===== config.mk =====
export PLATFORM = sky130hd
export DESIGN_NAME = htir_mix
export DESIGN_NICKNAME = d
export VERILOG_FILES = /design/src/rtl/assert_macros.svh /design/src/rtl/htir_pkg.sv /design/src/rtl/htir_mix.sv
export SDC_FILE = /design/constraint.sdc
export NUM_CORES = 1
export LEC_CHECK = 0
export CORE_MARGIN = 1
export CORE_UTILIZATION = 40
export CTS_CLUSTER_SIZE = 16
export DETAILED_ROUTE_END_ITERATION = 16
export DONT_BUFFER_PORTS = 1
export SYNTH_ARGS = -nofsm -noshare
export SYNTH_HDL_FRONTEND = slang
export SYNTH_SLANG_ARGS = --single-unit

===== constraint.sdc =====
create_clock -name clock -period 12.51 [get_ports clock]
set_input_delay 1.8765 -clock clock [delete_from_list [all_inputs] [get_ports clock]]
set_output_delay 1.8765 -clock clock [all_outputs]
set_load 0.03 [all_outputs]

===== src/rtl/assert_macros.svh =====
// ---------------------------------------------------------------------------
// assert_macros: assertion helpers shared by the RTL files
// Clocked properties on clock, disabled while reset is high.
// ---------------------------------------------------------------------------
`ifndef ASSERT_MACROS_SVH
`define ASSERT_MACROS_SVH

// Plain property, checked on every clock edge outside reset.
`define ASSERT_SYNC(label, prop, msg) \
   label: assert property (@(posedge clock) disable iff (reset) (prop)) else $error(msg);

// Implication, checked on every clock edge outside reset.
`define ASSERT_IMPL(label, ante, cons, msg) \
   label: assert property (@(posedge clock) disable iff (reset) (ante) |-> (cons)) \
      else $error(msg);

`endif


===== src/rtl/htir_pkg.sv =====
// ---------------------------------------------------------------------------
// htir_pkg: shared types and constants of the rehashing hash table
// Hash constants, load-factor ratio, operation codes and sequencer states.
// ---------------------------------------------------------------------------
package htir_pkg;

   localparam int DEF_INITIAL_CAPACITY = 256;
   localparam int DEF_MAX_CAPACITY     = 4096;
   localparam int DEF_REHASH_BATCH     = 8;
   localparam int DEF_DATA_WIDTH       = 32;

   localparam logic [31:0] MIX_MULT  = 32'h045d9f3b;
   localparam int          MIX_SHIFT = 16;

   // grow when count * LOAD_DEN > capacity * LOAD_NUM
   localparam int LOAD_NUM = 7;
   localparam int LOAD_DEN = 10;

   localparam int COUNT_WIDTH = 13;

   localparam logic FUNC_PUT = 1'b0;
   localparam logic FUNC_GET = 1'b1;

   localparam logic STATUS_OK   = 1'b0;
   localparam logic STATUS_FULL = 1'b1;

   typedef enum logic [3:0] {
      S_CLEAR,
      S_IDLE,
      S_MIG_RD,
      S_MIG_EV,
      S_MIG_HASH,
      S_MIG_CLR,
      S_REQ_HASH,
      S_REQ_SETUP,
      S_PRB_RD,
      S_PRB_EV,
      S_OLD_SETUP,
      S_INSERT,
      S_DONE
   } state_type;

   typedef enum logic [1:0] {
      MODE_MIG,
      MODE_CUR,
      MODE_OLD
   } mode_type;

endpackage


===== src/rtl/htir_mix.sv =====
// ---------------------------------------------------------------------------
// htir_mix: xor-shift-multiply hash
// Multiplier output is registered; the final fold is combinational, so the
// hash of key_in shows in the cycle after key_in is presented.
// ---------------------------------------------------------------------------
module htir_mix (
   input  logic        clock,
   input  logic [31:0] key_in,
   output logic [31:0] hash
);
   import htir_pkg::*;

   logic [31:0] fold;
   logic [31:0] prod_ff;
   logic [31:0] prod_in;

   assign fold    = key_in ^ (key_in >> MIX_SHIFT);
   assign prod_in = fold * MIX_MULT;

   always_ff @(posedge clock) begin
      prod_ff <= prod_in;
   end

   assign hash = prod_ff ^ (prod_ff >> MIX_SHIFT);

endmodule


==> reports/qor.csv, run 1 <==
stage;metric;value;unit
setup_path;CP Class;primary input to flop;
global_routing;largest net degree at the start of global routing;13;
place;dpl hpwl;23.4;mm
sta;RSZ-0062 raised after global routing;false;
sta;Setup Viol. Count Final;0;
logic_synthesis;Main synth FF type;dfxtp_1;
layout;n_diodes;0;
clock_network;Root Buffer;clkbuf_16;
layout;largest registers;prod_ff x32;
place;worst slack, placed;4.24;ns
route;post-DR wirelength/cell;17.8;um
clock_network;clk sinks;32;
die;Initial Util;40.9;%
logic_synthesis;Mapped Area;10300;um2
logic_synthesis;Synth area leaders;fa_1 41%, ha_1 19%, inv_1 15%, dfxtp_1 6.2%, xnor2_1 4.9%;
logic_synthesis;cell taking the most area after synthesis;fa_1;
global_routing;initial antenna violation count;0;
layout;layout cells sized above 1;2.23;%
route;Pre-antenna DRT Iters;5;
logic_synthesis;top-area cell type share of the netlist area;40.9;%
sta;final setup TNS;0;ns
logic_synthesis;Async SR Flop Fraction;0;%
sta;slew margin rel.;33.8;%
logic_synthesis;distinct cell type count after synthesis;43;
sta;final worst-path cycle share;63.6;%
sta;fmax;126;MHz
route;antenna-violating nets left;0;
logic_synthesis;Avg Cell Area, Syn;9.52;um2
layout;Final #Nets;1482;
clock_network;CTS tree;built;
run_status;status;completed;
logic_synthesis;Mapped Nets;1488;
clock_network;Setup Fix Bufs, Post-CTS;0;
die;Die Height;163;um
route;total wire length;25.0;mm
layout;Syn-to-layout area delta;4.61;%
layout;max FFs per register;32;
die;Die ar.;26500;um2
die;die width;163;um
layout;Core Util, Final;42.8;%
die;row cnt;58;
hold_path;Hold Path Stages;2;
route;initial DRC count;294;
route;vias post-DR;6512;
clock_network;CTS clock-pin slew for the worst setup and hold paths;0.05;ns
layout;Biggest register;prod_ff;
layout;Fillers;2471;
clock_network;hold_buf cts;0;
logic_synthesis;Ys Warns;0;
sta;Slew @ Worst Pin;0.990;ns
route;DRC violations left;0;
global_routing;Global Route Usage Sum;20.2;%
setup_path;Startpoint Class;primary input;
clock_network;post-CTS sizing;0;
place;Port Buffers;0;
global_routing;vias in the first global route;7281;
sta;crit path time final;7.96;ns
setup_path;Critical Path End Type;flop;
hold_path;Worst Hold Class;primary input to flop;
logic_synthesis;Syn Inst Count;1084;
setup_path;Worst EP required;12.71;ns
sta;Hold Vio Cnt, Final;0;
logic_synthesis;flops & latches, synth;32;
job;Max-Cap Viols;0;
clock_network;H-tree levels;2;
global_routing;Congestion Overflow GR;0;
global_routing;first-pass GRT wire length;39.8;mm
route;vias per inst;4.63;
die;I/O pins;65;
logic_synthesis;register area share after synthesis;6.21;%
place;GP Congestion;0.939;
logic_synthesis;Post-synth EDFFs;0;
clock_network;clock buffer depth;2;
die;Core ar.;25300;um2
setup_path;WP data arrival;8.16;ns
sta;Pins Over Slew Limit;0;
clock_network;CTS buffer count;5;
sta;worst path setup slack after routing;4.55;ns
setup_path;crit-path max FO;6;
[worst max-delay path, stage by stage]
cell	delay, ns
xnor2_1	0.41
inv_1	0.29
xnor2_1	0.36
inv_1	0.09
ha_1	0.18
nand2b_1	0.21
fa_1	0.56
inv_1	0.06
fa_1	0.50
inv_1	0.05
fa_1	0.48
fa_1	0.57
inv_1	0.06
fa_1	0.48
inv_1	0.04
ha_1	0.34
nand3_1	0.19
a21oi_1	0.08
a211oi_1	0.33
o311ai_1	0.16
o31a_1	0.35
o41ai_2	0.34
xnor2_1	0.16
[through the flow]
step	instance area (um2)	std cells	hold WS (ns)
CTS	10800	1408	1.94
global route	10800	1408	1.95
finish	10800	1408	1.95
global placement	10600	1401	2.23
floorplan	10300	1084	2.16
detailed placement	10600	1401	2.23
[layout make-up]
cell class	count	area, um2	share of cell area (%)
inverters	421	1580	14.6
multi-input cells	613	7980	73.9
well taps	330	413	3.82
clock buffers	7	153	1.41
repair buffers	5	37.5	0.348
flip-flops and latches	32	641	5.93
[path summary, 6_finish.rpt]
kind	startpoint	end	slack (ns)
worst max-delay path	key_in[27]	prod_ff[29]	4.55
worst min-delay path	key_in[0]	prod_ff[0]	1.95
[cells in the mapped netlist, drive strengths merged, types with 3 or more instances]
master / instances
xor2: 49
nand3: 5
and2: 3
nand2b: 3
o21ai: 6
ha: 160
nor3: 6
nand2: 19
nor2: 14
fa: 211
a31oi: 3
xnor2: 58
dfxtp: 32
a21oi: 24
nand4: 6
inv: 421
a21o: 18
o21a: 5
buf: 16
[metal layers]
metal	track usage [%]	vias to the layer above	share of wire, %
met1	26.1	3199	44
met2	35.0	176	48
met4	6.03	0	2.5
li1	-	3106	-
met3	2.72	31	5.6
met5	0	-	0
[kinds of logic (layout without fill, tap and decap cells)]
group                    count (synthesis)  in the layout  share of synthesized area, %
XOR/XNOR                               107            107                          9.08
adder cells (fa/ha/maj)                371            371                          60.3
flip-flops                              32             32                          6.21
buffers and inverters                  439            433                          16.5
AND/OR/NAND/NOR                         60             60                          2.72
AO/OA/AOI/OAI                           75             75                          5.15
[layout by cell type, fill, tap and decap left out, types with 2 or more instances in the layout]
cell | Yosys | final
inv_1 | 418 | 418
fa_1 | 211 | 211
ha_1 | 160 | 160
xnor2_1 | 58 | 58
xor2_1 | 49 | 49
dfxtp_1 | 32 | 32
a21oi_1 | 23 | 23
nand2_1 | 19 | 19
a21o_1 | 17 | 17
nor2_1 | 14 | 14
nand4_1 | 6 | 6
nor3_1 | 6 | 6
o21ai_1 | 6 | 6
nand3_1 | 5 | 5
o21a_1 | 5 | 5
clkbuf_16 | 0 | 5
buf_4 | 16 | 5
inv_2 | 3 | 3
nand2b_1 | 3 | 3
a31oi_1 | 3 | 3
or2_2 | 2 | 2
o311ai_1 | 2 | 2
o31a_1 | 2 | 2
a41oi_1 | 2 | 2
o31ai_1 | 2 | 2
clkbuf_8 | 0 | 2
Power of run 1 is not shown: default switching activity piles up to over one toggle a cycle in this logic, so the estimate is an artifact.
==> run 2: changes to the inputs <==
Clock period 12.51 ns to 8.2 ns, I/O delays scaled along.
==> run 2 against run 1 <==
Effect of this change:
- non-clock buffer count grew 8
- setup slack worse by 3.7 ns
- core utilization grew 0.24 points
- critical path depth did not move
- die area unchanged
- hold slack got worse by 0.61 ns
- global-route usage rose by 0.42 points
- via count rose by 1.4%
==> reports/qor.csv, run 2 (synthesis results as in run 1) <==
stage;metric;value;unit
setup_path;Worst path slowest cell;fa_1;
setup_path;crit path launch;key_in[27];
layout;n_diodes;0;
setup_path;Worst EP required;8.35;ns
route;antenna-violating nets left;0;
setup_path;worst setup path end;prod_ff[31];
route;vias per inst;4.66;
setup_path;WP data arrival;7.54;ns
layout;most frequent cells in the layout;418 x inv_1, 211 x fa_1, 160 x ha_1, 58 x xnor2_1, 49 x xor2_1;
clock_network;clk sinks;32;
route;vias post-DR;6602;
clock_network;CTS buffer count;5;
global_routing;Congestion Overflow GR;0;
sta;Pins Over Slew Limit;0;
hold_path;Worst Hold Class;primary input to flop;
clock_network;H-tree levels;2;
layout;layout cells sized above 1;2.95;%
sta;WHS;1.35;ns
sta;final setup TNS;0;ns
die;row cnt;58;
global_routing;Global Route Usage Sum;20.6;%
layout;Fillers;2522;
clock_network;CTS tree;built;
run_status;status;completed;
die;Die ar.;26500;um2
setup_path;Critical Path End Type;flop;
sta;fmax;135;MHz
sta;final worst-path cycle share;90.2;%
setup_path;Startpoint Class;primary input;
setup_path;Worst path max stage delay;0.56;ns
layout;largest registers;prod_ff x32;
layout;Final #Nets;1490;
clock_network;hold_buf cts;0;
sta;Setup Viol. Count Final;0;
sta;slew margin rel.;50.8;%
clock_network;CTS clock-pin slew for the worst setup and hold paths;0.05;ns
job;Max-Cap Viols;0;
route;initial DRC count;288;
clock_network;clock buffer depth;2;
global_routing;first-pass GRT wire length;40.4;mm
clock_network;Setup Fix Bufs, Post-CTS;0;
die;die width;163;um
sta;Hold Vio Cnt, Final;0;
global_routing;largest net degree at the start of global routing;12;
setup_path;Most Frequent Cell on Critical Path;inv_1;
place;GP Congestion;0.917;
die;I/O pins;65;
sta;crit path time final;7.39;ns
layout;Biggest register;prod_ff;
setup_path;crit-path cells;xnor2_1, inv_1, xnor2_1, inv_1, ha_1, nand2b_1, fa_1, inv_1, fa_1, inv_1, fa_1, fa_1, inv_1, fa_1, inv_1, ha_1, nand3_1, nor3_1, o311ai_1, o311ai_1, o31a_1, o221ai_1, xnor2_1;
die;Initial Util;40.9;%
sta;RSZ-0062 raised after global routing;false;
route;total wire length;25.5;mm
setup_path;CP Class;primary input to flop;
place;dpl hpwl;23.7;mm
global_routing;initial antenna violation count;0;
route;post-DR wirelength/cell;18.0;um
setup_path;crit-path max FO;6;
layout;max FFs per register;32;
route;Pre-antenna DRT Iters;5;
clock_network;Root Buffer;clkbuf_16;
place;Port Buffers;0;
clock_network;post-CTS sizing;0;
route;DRC violations left;0;
sta;Slew @ Worst Pin;0.736;ns
die;Core ar.;25300;um2
die;Die Height;163;um
layout;Syn-to-layout area delta;5.19;%
layout;most common cell after layout, fill and taps aside;inv_1;
global_routing;vias in the first global route;7317;
[run 2: changes by cell type in the layout (fill, tap and decap cells not counted)]
| cell | change |
|---|---|
| buf_4 | +8 |
[run 2: worst max-delay path: cells and delay by family]
kind / cells / cell delay (ns)
AND/OR/NAND/NOR: 3 / 0.82
XOR/XNOR: 3 / 0.99
AO/OA/AOI/OAI: 4 / 0.81
buffers and inverters: 6 / 0.57
adder cells (fa/ha/maj): 7 / 3.12
[run 2: per-layer routing]
| layer | track usage [%] | up-vias | wire length (um) |
|---|---|---|---|
| met4 | 5.48 | 0 | 553 |
| li1 | - | 3118 | - |
| met3 | 1.83 | 29 | 1130 |
| met1 | 27.6 | 3262 | 11600 |
| met2 | 35.6 | 193 | 12200 |
| met5 | 0 | - | 0 |
[run 2: worst min path at each step]
stage	start	end	slack [ns]	depth (start not counted)
floorplan	key_in[0]	prod_ff[0]	1.51	1
global placement	prod_ff[19]	hash[19]	1.62	0
detailed placement	key_in[0]	prod_ff[0]	1.62	2
CTS	key_in[0]	prod_ff[0]	1.33	2
global route	key_in[0]	prod_ff[0]	1.35	2
finish	key_in[0]	prod_ff[0]	1.35	2
[run 2: per-stage QoR]
stage	worst slack, ns	cell area [um2]	cells	utilization, %
final	0.806	10900	1416	43.0
after global routing	0.451	10900	1416	43.0
after CTS	0.923	10900	1416	43.0
after detailed placement	0.626	10700	1409	42.4
after global placement	0.714	10700	1409	42.4
after floorplan	1.28	10300	1084	-
[run 2: layout make-up]
type / count / area (um2) / area share [%]
flip-flops and latches: 32 / 641 / 5.90
inverters: 421 / 1580 / 14.6
repair buffers: 13 / 97.6 / 0.899
multi-input cells: 613 / 7980 / 73.4
clock buffers: 7 / 153 / 1.41
well taps: 330 / 413 / 3.80
Power of run 2 is left out for the same reason.
